[config.mk]
export PLATFORM = sky130hd
export DESIGN_NAME = discovery_tlv_parser
export DESIGN_NICKNAME = d
export VERILOG_FILES = /design/src/dtlv_pkg.sv /design/src/discovery_tlv_parser.sv /design/src/dtlv_rq.sv
export SDC_FILE = /design/constraint.sdc
export NUM_CORES = 1
export LEC_CHECK = 0
export BUFFER_PORTS_ARGS = -buffer_cell sky130_fd_sc_hd__buf_2
export CAP_MARGIN = 20
export CORE_UTILIZATION = 53
export CTS_CLUSTER_DIAMETER = 80
export DETAILED_ROUTE_END_ITERATION = 8
export PLACE_DENSITY = 0.79
export SLEW_MARGIN = 10
export SYNTH_ARGS = -nofsm -noshare
export SYNTH_HDL_FRONTEND = slang
export SYNTH_SLANG_ARGS = --single-unit
[constraint.sdc]
create_clock -name clk -period 24.7 [get_ports clk]
set_input_delay 3.705 -clock clk [delete_from_list [all_inputs] [get_ports clk]]
set_output_delay 3.705 -clock clk [all_outputs]
set_load 0.02 [all_outputs]
[src/dtlv_pkg.sv]
// ----------------------------------------------------------------------------
// dtlv_pkg
// shared types, attribute codes and decode helpers of the discovery tlv parser
// ----------------------------------------------------------------------------
package dtlv_pkg;

  localparam int MIN_PACKET   = 18;
  localparam int HEADER_BYTES = 4;

  // result queue geometry
  localparam int Q_DEPTH = 4;
  localparam int Q_AW    = 2;
  localparam int Q_CW    = 3;

  // dense attribute codes
  localparam logic [3:0] AC_MAC       = 4'd0;
  localparam logic [3:0] AC_IDENTITY  = 4'd1;
  localparam logic [3:0] AC_VERSION   = 4'd2;
  localparam logic [3:0] AC_PLATFORM  = 4'd3;
  localparam logic [3:0] AC_UPTIME    = 4'd4;
  localparam logic [3:0] AC_SOFTWARE  = 4'd5;
  localparam logic [3:0] AC_HARDWARE  = 4'd6;
  localparam logic [3:0] AC_IPV6      = 4'd7;
  localparam logic [3:0] AC_INTERFACE = 4'd8;
  localparam logic [3:0] AC_NONE      = 4'd15;

  // wire types of the attributes
  localparam logic [15:0] AT_MAC       = 16'h0001;
  localparam logic [15:0] AT_IDENTITY  = 16'h0005;
  localparam logic [15:0] AT_VERSION   = 16'h0007;
  localparam logic [15:0] AT_PLATFORM  = 16'h0008;
  localparam logic [15:0] AT_UPTIME    = 16'h000a;
  localparam logic [15:0] AT_SOFTWARE  = 16'h000b;
  localparam logic [15:0] AT_HARDWARE  = 16'h000c;
  localparam logic [15:0] AT_IPV6      = 16'h000f;
  localparam logic [15:0] AT_INTERFACE = 16'h0010;

  localparam logic [15:0] LEN_MAC    = 16'd6;
  localparam logic [15:0] LEN_UPTIME = 16'd4;
  localparam logic [15:0] LEN_IPV6   = 16'd16;

  // packet status
  localparam logic [1:0] ST_OK       = 2'd0;
  localparam logic [1:0] ST_SHORT    = 2'd1;
  localparam logic [1:0] ST_OVERFLOW = 2'd2;

  // result kinds
  localparam logic RK_VALUE   = 1'b0;
  localparam logic RK_SUMMARY = 1'b1;

  // out tdata layout, first member in the highest bits
  typedef struct packed {
    logic [2:0]  pad;
    logic        uptime_valid;
    logic [31:0] uptime_seconds;
    logic        mac_valid;
    logic [47:0] mac_addr;
    logic        bad_fixed_length;
    logic [1:0]  status;
    logic        value_end;
    logic [10:0] value_index;
    logic [7:0]  value_byte;
    logic [3:0]  attr_code;
  } out_data_t;

  typedef struct packed {
    logic      kind;
    logic      last;
    out_data_t data;
  } result_t;

  function automatic logic [3:0] code_of(input logic [15:0] t);
    logic [3:0] c;
    case (t)
      AT_MAC:       c = AC_MAC;
      AT_IDENTITY:  c = AC_IDENTITY;
      AT_VERSION:   c = AC_VERSION;
      AT_PLATFORM:  c = AC_PLATFORM;
      AT_UPTIME:    c = AC_UPTIME;
      AT_SOFTWARE:  c = AC_SOFTWARE;
      AT_HARDWARE:  c = AC_HARDWARE;
      AT_IPV6:      c = AC_IPV6;
      AT_INTERFACE: c = AC_INTERFACE;
      default:      c = AC_NONE;
    endcase
    return c;
  endfunction

  // known attribute whose length fits its fixed size, if it has one
  function automatic logic attr_ok(input logic [3:0] code, input logic [15:0] len);
    logic ok;
    case (code)
      AC_NONE:   ok = 1'b0;
      AC_MAC:    ok = (len == LEN_MAC);
      AC_UPTIME: ok = (len == LEN_UPTIME);
      AC_IPV6:   ok = (len == LEN_IPV6);
      default:   ok = 1'b1;
    endcase
    return ok;
  endfunction

endpackage

[src/discovery_tlv_parser.sv]
// ----------------------------------------------------------------------------
// discovery_tlv_parser
// parses type/length/value attributes of a discovery datagram, byte by byte
// ----------------------------------------------------------------------------
// One packet byte is taken per transfer and parsed in the same cycle into a
// four-entry result queue, so the block takes a byte every clock while the
// output keeps up. A byte causes at most two results (a value byte and, on the
// packet's last byte, the summary); the queue drains one result per clock
// while out_tready is high, and input stalls only while the queue holds more
// than two results.
// ----------------------------------------------------------------------------
module discovery_tlv_parser import dtlv_pkg::*; #(
  parameter int MAX_PACKET_BYTES = 2048
) (
  input  logic         clk,
  input  logic         rst_n,
  input  logic         in_tvalid,
  output logic         in_tready,
  input  logic [23:0]  in_tdata,   // packet_length, data_byte, zero pad
  input  logic [0:0]   in_tuser,   // first_byte
  output logic         out_tvalid,
  input  logic         out_tready,
  output logic [111:0] out_tdata,  // attr_code, value_byte, value_index, value_end,
                                   // status, bad_fixed_length, mac_addr,
                                   // mac_valid, uptime_seconds, uptime_valid, pad
  output logic [0:0]   out_tuser,  // result_kind
  output logic         out_tlast   // last
);

  localparam int LEN_CAP = (MAX_PACKET_BYTES < 2047) ? MAX_PACKET_BYTES : 2047;
  localparam int LEN_W   = $clog2(LEN_CAP + 1);

  localparam logic [1:0] PH_HEADER = 2'd0;
  localparam logic [1:0] PH_HEAD   = 2'd1;
  localparam logic [1:0] PH_VALUE  = 2'd2;
  localparam logic [1:0] PH_TAIL   = 2'd3;

  logic [LEN_W-1:0] pos_r, pos_nxt;
  logic [LEN_W-1:0] held_r, held_nxt;
  logic [1:0]       phase_r, phase_nxt;
  logic [15:0]      type_r, type_nxt;
  logic [15:0]      clen_r, clen_nxt;
  logic [LEN_W-1:0] vc_r, vc_nxt;
  logic [47:0]      mac_r, mac_nxt;
  logic [31:0]      up_r, up_nxt;
  logic [2:0]       flags_r, flags_nxt;
  logic [1:0]       status_r, status_nxt;

  logic             in_fire;
  logic             first;
  logic [10:0]      len_in;
  logic [10:0]      len_nz;
  logic [LEN_W-1:0] len_sat;
  logic [7:0]       b;
  logic [LEN_W-1:0] p;
  logic [3:0]       code;
  logic             vend;
  logic             q_room;
  logic             q_valid;
  result_t          q_head;
  result_t          res0, res1, val_res, sum_res;
  logic [1:0]       n_res;
  logic             have_val;

  assign in_fire = in_tvalid && in_tready;
  assign first   = in_tuser[0];
  assign len_in  = in_tdata[10:0];
  assign b       = in_tdata[18:11];
  assign len_nz  = (len_in == 11'd0) ? 11'd1 : len_in;
  assign len_sat = (len_nz > 11'(LEN_CAP)) ? LEN_W'(LEN_CAP) : len_nz[LEN_W-1:0];

  always_comb begin
    pos_nxt    = pos_r;
    held_nxt   = held_r;
    phase_nxt  = phase_r;
    type_nxt   = type_r;
    clen_nxt   = clen_r;
    vc_nxt     = vc_r;
    mac_nxt    = mac_r;
    up_nxt     = up_r;
    flags_nxt  = flags_r;
    status_nxt = status_r;
    p          = pos_r;
    code       = AC_NONE;
    vend       = 1'b0;
    have_val   = 1'b0;
    val_res    = '0;
    sum_res    = '0;
    res0       = '0;
    res1       = '0;
    n_res      = 2'd0;

    if (in_fire && (first || (pos_r < held_r))) begin
      if (first) begin
        held_nxt   = len_sat;
        p          = '0;
        phase_nxt  = PH_HEADER;
        type_nxt   = '0;
        clen_nxt   = '0;
        vc_nxt     = '0;
        mac_nxt    = '0;
        up_nxt     = '0;
        flags_nxt  = '0;
        status_nxt = (len_sat < LEN_W'(MIN_PACKET)) ? ST_SHORT : ST_OK;
      end

      if (status_nxt == ST_OK) begin
        case (phase_nxt)
          PH_HEADER: begin
            if ((LEN_W + 1)'(p) + (LEN_W + 1)'(1) >= (LEN_W + 1)'(HEADER_BYTES)) begin
              phase_nxt = PH_HEAD;
              vc_nxt    = '0;
            end
          end
          PH_HEAD: begin
            if (vc_nxt == '0 &&
                (LEN_W + 1)'(p) + (LEN_W + 1)'(4) >= (LEN_W + 1)'(held_nxt)) begin
              phase_nxt = PH_TAIL;
            end else begin
              if (vc_nxt < LEN_W'(2)) begin
                type_nxt = {type_nxt[7:0], b};
              end else begin
                clen_nxt = {clen_nxt[7:0], b};
              end
              if (vc_nxt == LEN_W'(3)) begin
                vc_nxt = '0;
                if (17'(p) + 17'd1 + 17'(clen_nxt) > 17'(held_nxt)) begin
                  status_nxt = ST_OVERFLOW;
                  phase_nxt  = PH_TAIL;
                end else begin
                  code = code_of(type_nxt);
                  if (code != AC_NONE && !attr_ok(code, clen_nxt)) begin
                    flags_nxt[2] = 1'b1;
                  end
                  if (clen_nxt != 16'd0) begin
                    phase_nxt = PH_VALUE;
                  end
                end
              end else begin
                vc_nxt = vc_nxt + LEN_W'(1);
              end
            end
          end
          PH_VALUE: begin
            code = code_of(type_nxt);
            vend = (17'(vc_nxt) + 17'd1 == 17'(clen_nxt));
            if (attr_ok(code, clen_nxt)) begin
              have_val                   = 1'b1;
              val_res.kind               = RK_VALUE;
              val_res.data.attr_code     = code;
              val_res.data.value_byte    = b;
              val_res.data.value_index   = 11'(vc_nxt);
              val_res.data.value_end     = vend;
              if (code == AC_MAC) begin
                mac_nxt = {mac_nxt[39:0], b};
                if (vend) begin
                  flags_nxt[0] = 1'b1;
                end
              end else if (code == AC_UPTIME) begin
                up_nxt = {b, up_nxt[31:8]};
                if (vend) begin
                  flags_nxt[1] = 1'b1;
                end
              end
            end
            if (17'(vc_nxt) + 17'd1 >= 17'(clen_nxt)) begin
              vc_nxt    = '0;
              phase_nxt = PH_HEAD;
            end else begin
              vc_nxt = vc_nxt + LEN_W'(1);
            end
          end
          default: begin
          end
        endcase
      end

      pos_nxt = p + LEN_W'(1);

      sum_res.kind                  = RK_SUMMARY;
      sum_res.data.status           = status_nxt;
      sum_res.data.bad_fixed_length = flags_nxt[2];
      sum_res.data.mac_addr         = flags_nxt[0] ? mac_nxt : 48'd0;
      sum_res.data.mac_valid        = flags_nxt[0];
      sum_res.data.uptime_seconds   = flags_nxt[1] ? up_nxt : 32'd0;
      sum_res.data.uptime_valid     = flags_nxt[1];

      if (have_val) begin
        res0  = val_res;
        n_res = 2'd1;
      end
      if (pos_nxt == held_nxt) begin
        sum_res.last = 1'b1;
        if (have_val) begin
          res1  = sum_res;
          n_res = 2'd2;
        end else begin
          res0  = sum_res;
          n_res = 2'd1;
        end
      end else begin
        res0.last = have_val;
      end
    end
  end

  always_ff @(posedge clk) begin
    if (!rst_n) begin
      pos_r    <= '0;
      held_r   <= '0;
      phase_r  <= PH_HEADER;
      type_r   <= '0;
      clen_r   <= '0;
      vc_r     <= '0;
      mac_r    <= '0;
      up_r     <= '0;
      flags_r  <= '0;
      status_r <= ST_OK;
    end else begin
      pos_r    <= pos_nxt;
      held_r   <= held_nxt;
      phase_r  <= phase_nxt;
      type_r   <= type_nxt;
      clen_r   <= clen_nxt;
      vc_r     <= vc_nxt;
      mac_r    <= mac_nxt;
      up_r     <= up_nxt;
      flags_r  <= flags_nxt;
      status_r <= status_nxt;
    end
  end

  dtlv_rq u_rq (
    .clk        (clk),
    .rst_n      (rst_n),
    .push_cnt   (n_res),
    .push_d0    (res0),
    .push_d1    (res1),
    .room       (q_room),
    .pop        (out_tready),
    .head_valid (q_valid),
    .head_d     (q_head)
  );

  assign in_tready  = q_room;
  assign out_tvalid = q_valid;
  assign out_tdata  = q_head.data;
  assign out_tuser  = q_head.kind;
  assign out_tlast  = q_head.last;

  assert property (@(posedge clk) disable iff (!rst_n) pos_r <= held_r)
    else $error("byte position past packet length");
  assert property (@(posedge clk) disable iff (!rst_n)
                   out_tvalid && out_tuser[0] |-> out_tlast)
    else $error("summary transfer without last");
  assert property (@(posedge clk) disable iff (!rst_n)
                   out_tvalid && !out_tuser[0] |-> out_tdata[25:24] == ST_OK)
    else $error("value transfer carries a status");

endmodule

[src/dtlv_rq.sv]
// ----------------------------------------------------------------------------
// dtlv_rq
// result queue: takes up to two results a cycle, hands out one per transfer
// ----------------------------------------------------------------------------
module dtlv_rq import dtlv_pkg::*; (
  input  logic       clk,
  input  logic       rst_n,
  input  logic [1:0] push_cnt,
  input  result_t    push_d0,
  input  result_t    push_d1,
  output logic       room,
  input  logic       pop,
  output logic       head_valid,
  output result_t    head_d
);

  result_t           mem_r [Q_DEPTH];
  logic [Q_AW-1:0]   wp_r, wp_nxt;
  logic [Q_AW-1:0]   rp_r, rp_nxt;
  logic [Q_CW-1:0]   cnt_r, cnt_nxt;
  logic [Q_AW-1:0]   wp_1;

  assign room       = (cnt_r <= Q_CW'(Q_DEPTH - 2));
  assign head_valid = (cnt_r != '0);
  assign head_d     = mem_r[rp_r];
  assign wp_1       = wp_r + Q_AW'(1);

  always_comb begin
    wp_nxt  = wp_r + Q_AW'(push_cnt);
    rp_nxt  = (pop && head_valid) ? rp_r + Q_AW'(1) : rp_r;
    cnt_nxt = cnt_r + Q_CW'(push_cnt) - Q_CW'(pop && head_valid);
  end

  always_ff @(posedge clk) begin
    if (push_cnt != 2'd0) begin
      mem_r[wp_r] <= push_d0;
    end
    if (push_cnt == 2'd2) begin
      mem_r[wp_1] <= push_d1;
    end
  end

  always_ff @(posedge clk) begin
    if (!rst_n) begin
      wp_r  <= '0;
      rp_r  <= '0;
      cnt_r <= '0;
    end else begin
      wp_r  <= wp_nxt;
      rp_r  <= rp_nxt;
      cnt_r <= cnt_nxt;
    end
  end

  assert property (@(posedge clk) disable iff (!rst_n) cnt_r <= Q_CW'(Q_DEPTH))
    else $error("result queue count above depth");
  assert property (@(posedge clk) disable iff (!rst_n) (push_cnt != 2'd0) |-> room)
    else $error("result pushed without room");
  assert property (@(posedge clk) disable iff (!rst_n)
                   (cnt_r > Q_CW'(Q_DEPTH - 2)) |-> !room)
    else $error("room reported with fewer than two free entries");

endmodule

* Word-level counts from Yosys, hierarchy flattened
Memories as Yosys holds them, arrays and structs flattened. A register that Yosys moved wholly into a read port is not among the register bits.
Cells that the tools add are included.
** Cells by class
- Add/sub/neg operators :: 12
- $mul :: 0
- Divide/modulo/power cells :: 0
- $lt $le $gt $ge :: 9
- Eq/ne operators :: 19
- Shift operators :: 0
- Multiplexer cells :: 130
- Bitwise logic cells :: 0
- Reductions and logical operators :: 18
** Operators with widths (number)
- 114-bit two-way mux :: 5
- 48-bit two-way mux :: 7
- 16-bit two-way mux :: 20
- 32-bit two-way mux :: 8
- 11-bit two-way mux :: 13
- 112-bit two-way mux :: 1
- 24-bit two-way mux :: 4
- 16-bit by 3-bit equality test with 1-bit output, second input constant :: 4
- 2-bit two-way mux :: 23
- 11-bit logical NOT :: 4
- 4-bit two-way mux :: 11
- 11-bit by 1-bit adder with 12-bit output, second input constant :: 3
- 11-bit one-hot mux with 3 select lines :: 1
- 16-bit by 5-bit equality test with 1-bit output, second input constant :: 2
- 1-bit two-way mux :: 31
- 11-bit by 1-bit adder with 11-bit output, second input constant :: 2
- 12-bit by 16-bit adder with 17-bit output :: 1
- 17-bit by 16-bit equality test with 1-bit output :: 1
- 17-bit by 11-bit greater-than comparator with 1-bit output :: 1
- 4-bit by 3-bit equality test with 1-bit output, second input constant :: 4
- 12-bit by 16-bit greater-or-equal comparator with 1-bit output :: 1
- 16-bit nonzero test :: 1
- 11-bit by 3-bit adder with 12-bit output, second input constant :: 1
- 12-bit by 11-bit greater-or-equal comparator with 1-bit output :: 1
- other kinds (26) :: 38
** Word-level totals
- Bits in registers :: 159
- Bits in latches :: 0
- Memory bits (writable) :: 456
- ROM bits :: 256
- Input port bits :: 29
- Output and inout port bits :: 116
- Word-level logic and storage cells :: 204
- Memories :: 3
** Memories
- u_rq.mem_r :: words 4, bits a word 114, read ports 1, clocked after memory_dff 1, wr ports 2, RTL line dtlv_rq.sv:17 : result_t mem_r [Q_DEPTH];
- (name not given) :: words 32, bits a word 4, read ports 1, clocked after memory_dff 0, wr ports 0, RTL line dtlv_pkg.sv:74 : case (t)
- (name not given) :: words 32, bits a word 4, read ports 1, clocked after memory_dff 0, wr ports 0, RTL line dtlv_pkg.sv:74

* Logic depth before layout (Yosys ltp)
Gate-level depths: netlist of the first run.
- Word-level depth :: 41
- Gate-level depth with buffers :: 26

* Cells and area by module
Synthesis of the first run repeated with hierarchy kept, for this count alone.
** Second synthesis, totals
- Cell total of the unflattened synthesis :: 2821
- Area total of the unflattened synthesis :: 34515.6 um^2
** Modules (own cells, without submodules)
- dtlv_rq :: instances 1, cells an instance 1154, area an instance 22389.0 um^2, sequential area each 13873.3 um^2
- discovery_tlv_parser :: instances 1, cells an instance 1667, area an instance 12126.6 um^2, sequential area each 3042.9 um^2

* Worst setup path before layout of the first run
OpenSTA, ideal clock, no wires.
- Path kind :: input port to flip-flop
- Start point :: input in_tuser
- End point :: memory u_rq.mem_r[2][100] (netlist name) (enable)
- Library setup time :: 440 ps
- Arrival :: 9906 ps
- Data required time :: 24260 ps
- Setup slack :: 14354 ps
- Stages on the path :: 24
- Path buffers :: 11
- Cell sequence :: buf_2 buf_4 buf_2 buf_2 clkbuf_1 clkbuf_1 buf_1 buf_1 nor2b_1 ha_1 nand4_1 xor2_1 nor2_1 xnor2_1 nor4_1 and4_1 clkbuf_1 ha_1 or2_2 clkbuf_1 nand3_1 a21boi_1 clkbuf_1 inv_1
** RTL lines
- start, declared :: RTL line discovery_tlv_parser.sv:20 : input logic [0:0] in_tuser,
- end, declared :: RTL line dtlv_rq.sv:17

==> metrics, run 1 <==
Pwr Density 78.7 nW/µm²; final setup TNS 0 ns; Setup Fix Bufs, Post-CTS 0; Chip Height between 200 and 250 µm; via/cell ratio around 6.4; All-Layer GR Usage 27.4%; Vias approximately 22k; clock insertion delay at the later pin of the skew report between 0.6 and 0.7 ns; die area between 50000 and 60000 µm²; synthesized flop and latch total 605; Routed WL a little under 80 mm; CTS tree built; Period minus WS final just over 10 ns; first-pass GRT wire length around 120 mm; IO Count ~150; Reg2Reg Depth 17; commonest cells after routing, fill and taps aside 348 x edfxtp_1, 304 x nor2_1, 255 x dfxtp_1; Pleak roughly 12 nW; fraction of layout cells with a size suffix above 1 about 17%; H-tree Lvls 2; Syn Area/Cell 11.5 µm²; register area ~16000 µm²; CTS Hold Buffers Added 0; commonest register cell after synthesis edfxtp_1; proportion of synthesized chip area in sequential cells a little over half; Synth cell types 103; largest net degree at the start of global routing 84; Wirelength per Cell between 20 and 25 µm; fmax about 0.097 GHz; Site Rows 86; Synth Instances between 2k and 3k; clk buf depth 3; Crit Path Max Fanout 62; count of final hold-check violations 0; Worst setup EP type flip-flop; cell area after synthesis approximately 30000 µm²; Peak VDD IR approximately 0.068 mV; worst setup path class primary input to flip-flop; most common cell after layout, fill and taps aside edfxtp_1; DRC 0; Starting DRT DRC Count around 2.2k; RSZ-0062 raised after global routing no; period utilisation layout 41.7%; vias in the first global route between 20k and 25k; fin. max-slew vios 0; Startpoint Class primary input; fill count 4363; synthesis-to-layout area growth 11.0%; Post-CTS Resized 0; maxcap violations 0; input/output buffers about 140; grt ovf 0; EDFF count, synth between 300 and 400; CTS root buf clkbuf_16; synth warn 0; Required @ worst endpoint between 20 and 25 ns; HPWL Detailed between 40 and 50 mm; relative slew slack a little under a quarter; DIE WIDTH approximately 240 µm; final setup violation count 0; CTS Sinks 605; GP Congestion a little under 0.9; layout net count 2716; worst path arrival time approximately 11 ns; status completed; TritonRoute pass-1 iters 7; Starting Density 53.6%; Hold Path Depth 1; fin util between 50% and 60%; antenna violation net count after detailed routing 0; asr flop ratio synth 0%; Reg clk slew, reported paths 0.06 ns; CTS buffer count 60; CORE AREA 55100 µm²; antenna violations before repair 4; worst min-delay path class flip-flop to flip-flop; clk_skew 0.0481 ns; area of the multi-input gates 13100 µm²; Worst-Margin Slew roughly 1.1 ns
## synthesized netlist by cell type (all sizes together), types with 17 or more instances
| library cell | instances | area share, % |
|---|---|---|
| inv | 42 | 0.54 |
| nand3 | 33 | 0.56 |
| xnor2 | 26 | 0.77 |
| a31oi | 18 | 0.45 |
| a21o | 61 | 1.6 |
| a22o | 162 | 4.8 |
| mux2i | 43 | 1.5 |
| a211oi | 38 | 1.0 |
| nor3 | 91 | 1.6 |
| edfxtp | 348 | 35 |
| nand2 | 206 | 2.6 |
| o21ai | 60 | 1.0 |
| a22oi | 33 | 0.84 |
| dfxtp | 257 | 17 |
| clkbuf | 122 | 1.6 |
| mux4 | 111 | 8.5 |
| a21oi | 58 | 1.0 |
| and2 | 18 | 0.38 |
| nor2 | 307 | 3.9 |
| xor2 | 18 | 0.53 |
| ha | 78 | 3.3 |
| a21boi | 23 | 0.58 |
| nor4 | 27 | 0.59 |
| nand2b | 28 | 0.59 |
| buf | 81 | 1.3 |
| nor2b | 74 | 1.6 |
| nand4 | 17 | 0.36 |
## path summary, 6_finish.rpt
| path | endpoint | slack [ns] | startpoint |
|---|---|---|---|
| max | u_rq.mem_r[0][81] | 14.40 | in_tuser |
| min reg2reg | u_rq.mem_r[3][2] | 0.45 | u_rq.mem_r[3][2] |
| max reg2reg | u_rq.mem_r[0][81] | 17.96 | type_r[0] |
| min | u_rq.mem_r[3][2] | 0.45 | u_rq.mem_r[3][2] |
## through the flow
step / instances / instance area (µm²) / worst slack, ns / power (W) / hold slack [ns]
floorplan: 2571 / 29600 / 14.35 / 0.00153 / 0.421
detailed placement: 3292 / 30800 / 13.89 / 0.00168 / 0.438
CTS: 3406 / 32800 / 14.56 / 0.00259 / 0.452
global placement: 3292 / 30800 / 14.05 / 0.00167 / 0.427
finish: 3408 / 32800 / 14.40 / 0.00258 / 0.452
global route: 3407 / 32800 / 14.14 / 0.00267 / 0.484
## cells by family (layout without fill, tap and decap cells)
group	after synthesis	after routing	synth area share, %
buffers and inverters	245	333	3.39
xor gates and xnor gates	44	44	1.30
DFF	605	605	52.8
adders and majority gates	80	80	3.44
other	1	4	0.0127
AOI/OAI and AO/OA	564	564	15.0
muxes	163	163	10.3
and+or+nand+nor	867	867	13.9
## report_power, final
part / switching [W] / total (W) / internal, W / leakage (nW)
clock: 0.000398 / 0.000918 / 0.000519 / 0.978
sequential: 0.0000444 / 0.00112 / 0.00108 / 5.66
combinational: 0.000334 / 0.000541 / 0.000207 / 5.24
## cell type report
cell class,instances,share of cell area (%)
Timing Repair Buffer,177,3.08
Inverter,42,0.504
Clock inverter,23,0.828
Multi-Input combinational cell,1721,39.9
Tap cell,748,2.85
Antenna cell,1,0.00763
Clock buffer,91,5.27
Sequential cell,605,47.6
## metal layers
metal  routed length (µm)  part of all wire (%)  up-vias  GRT usage (%)
met5                   34                 0.043        -              0
met4                 2620                   3.3        6           10.1
met3                 6240                   7.9      196           4.05
met2                38400                    49     1064           46.1
met1                31200                    40    10851           36.2
li1                     -                     -     9707              -
## critical path, stage by stage
cell and delay [ns]:
buf_4 0.42, inv_2 0.38, nand2_1 0.28, inv_2 0.10
ha_1 0.24, mux2_1 0.30, a21oi_1 0.16, a21oi_1 0.15
or2_0 0.41, nor3_1 0.36, or4_1 0.47, nand2_2 0.16
ha_1 0.49, nand2b_1 0.28, nor3_1 0.89, nor2_1 0.12
buf_4 0.28, clkinv_2 0.42, buf_4 0.83
## flip-flops by register name, indices dropped and copies added (netlist names), 3 cells and up, named ones only
name        cells
mac_r          48
u_rq.mem_r    444
type_r         16
u_rq.cnt_r      3
vc_r           11
pos_r          11
held_r         11
flags_r         3
up_r           32
clen_r         16
Note: power is estimated with default switching activity, not from simulation.
==> run 2: changes to the inputs <==
Settings changed: ABC_AREA set to 1.
Clock period 24.7 ns to 10.4 ns, I/O delays scaled along.
==> run 2 against run 1 <==
Against the previous run: clock power grew 130%; non-clock buffer count up 8; utilization is 0.65 points lower; cell area grew 1.6%; critical endpoint is now u_rq.mem_r[3][51]; wire length increased by 10%; via count up 23%; largest cell class unchanged; first-iteration DRC count grew 39%.
==> metrics, run 2 <==
CTS Hold Buffers Added 0; Crit Path Max Fanout 52; antenna violation net count after detailed routing 0; CTS buffer count 61; period utilisation layout approximately three quarters; All-Layer GR Usage between 20% and 30%; most common cell after layout, fill and taps aside a21oi_1; relative slew slack between 20% and 30%; H-tree Lvls 2; biggest regs u_rq.mem_r: 444 flops, mac_r: 48 flops, up_r: 32 flops; worst setup path class primary input to flip-flop; die area 58400 µm²; input/output buffers roughly 140; proportion of synthesized chip area in sequential cells approximately 50%; fill count 4927; via/cell ratio ~6.1; maxcap violations 0; largest net degree at the start of global routing roughly 140; CTS tree built; Worst Hold Launch clen_r[6]; Routed WL 86.6 mm; worst min-delay path class flip-flop to flip-flop; CORE AREA about 57000 µm²; WHS around 0.46 ns; Ant. Diodes 0; TritonRoute pass-1 iters 6; status completed; Largest stage delay, worst path ~0.66 ns; synthesis-to-layout area growth 9.51%; commonest register cell after synthesis edfxtp_1; Reg clk slew, reported paths approximately 0.060 ns; Required @ worst endpoint roughly 11 ns; asr flop ratio synth 0%; Largest Register u_rq.mem_r; Peak VDD IR between 0.5 and 0.6 mV; Pleak about 13 nW; Top cell by count, worst path nand2_1; Starting DRT DRC Count around 3k; Worst Setup SP in_tuser; Setup Fix Bufs, Post-CTS 0; Period minus WS final around 7.6 ns; cell area after synthesis 30400 µm²; Pwr Density approximately 240 nW/µm²; cell with the most instances after synthesis a21oi_1; count of final hold-check violations 0; Worst-Margin Slew around 1.1 ns; Worst setup EP type flip-flop; Post-synth top cells 565 x a21oi_1, 549 x o21ai_0, 548 x nand2_1, 348 x edfxtp_1, 336 x nor2_1; number of flip-flops in the largest register between 400 and 500; clock insertion delay at the later pin of the skew report between 0.6 and 0.7 ns; Synth top area share 34.3%; Wirelength per Cell 19.5 µm; fin. max-slew vios 0; clk buf depth 3; synthesized flop and latch total a little over 600; final setup TNS 0 ns; RR Startpoint type_r[1]; RSZ-0062 raised after global routing no; Chip Height between 200 and 250 µm; commonest cells after routing, fill and taps aside 565 x a21oi_1, 549 x o21ai_0, 543 x nand2_1; DIE WIDTH approximately 240 µm; HPWL Detailed ~50 mm; Synth Instances ~3.7k; DRC 0; Vias between 20k and 30k; Buffers & Inverters on Critical Path 9; register area roughly 16000 µm²; first-pass GRT wire length 136 mm; synth warn 0; Site Rows 87; Syn Area/Cell between 8 and 9 µm²; Startpoint Class primary input; fraction of layout cells with a size suffix above 1 roughly 8.4%; layout net count 3747; CP top delay family simple AND/OR/NAND/NOR gates; EDFF count, synth 348; area of the multi-input gates around 13000 µm²; final setup violation count 0; IO Count 145; worst path arrival time 7.93 ns; CTS Sinks between 600 and 700; Starting Density a little over half; top cells by area, synth edfxtp_1 34%, dfxtp_1 17%, a21oi_1 9.3%; slowest stage cell, crit path nand2_4; CTS root buf clkbuf_16; Synth cell types 50; antenna violations before repair 1; grt ovf 0; GP Congestion 0.882; vias in the first global route about 25k; Yosys top cell by area edfxtp_1; clk_skew around 0.025 ns; fmax between 0.1 and 0.15 GHz; Post-CTS Resized 0
[run 2: worst min-delay path: stages (launching register included)]
cell and delay (ns):
dfxtp_1 0.29, inv_1 0.06, a21oi_1 0.06
[run 2: cell type report]
class | instances | share of cell area (%)
Inverter | 261 | 2.98
Timing Repair Buffer | 185 | 3.42
Tap cell | 756 | 2.84
Multi-Input combinational cell | 2524 | 38.3
Sequential cell | 605 | 46.8
Clock buffer | 94 | 5.07
Clock inverter | 19 | 0.574
[run 2: worst paths after layout]
path | endpoint | slack [ns] | depth (start not counted)
worst max-delay path | u_rq.mem_r[3][51] | 2.77 | 29
worst min-delay path | clen_r[6] | 0.46 | 2
worst max register to register | u_rq.mem_r[3][51] | 3.85 | 28
worst min register to register | clen_r[6] | 0.46 | 2
[run 2: power breakdown]
group | switching, W | internal [W]
clock network | 0.000934 | 0.00117
registers | 0.000170 | 0.00277
logic | 0.00216 | 0.000925
[run 2: layer usage]
metal | track usage, % | part of all wire, % | up-vias | routed length (µm)
li1 | - | - | 12684 | -
met1 | 37.6 | 39 | 12591 | 34200
met2 | 48.1 | 47 | 1405 | 41000
met3 | 4.75 | 9.8 | 212 | 8500
met4 | 11.5 | 3.4 | 2 | 2910
met5 | 0 | 0.013 | - | 11
[run 2: cells by family (layout without fill, tap and decap cells)]
family | after synthesis | after routing | share of synthesized area [%]
flops | 605 | 605 | 51.2
xor+xnor | 35 | 35 | 1.01
simple gates | 1110 | 1110 | 15.2
buf+inv | 533 | 559 | 7.00
other cells | 1 | 3 | 0.0123
compound gates | 1296 | 1296 | 22.2
fa+ha+maj | 80 | 80 | 3.34
[run 2: stage by stage]
stage	total power, W	utilization, %	std cells	instance area, µm²	worst slack, ns
2_1_floorplan	0.00518	-	3662	30400	2.26
3_3_place_gp	0.00594	55.4	4327	31400	2.47
3_5_place_dp	0.00601	55.5	4330	31400	2.35
4_1_cts	0.00809	58.9	4443	33300	2.97
5_1_grt	0.00860	58.9	4444	33300	2.40
6_report	0.00813	58.9	4444	33300	2.77
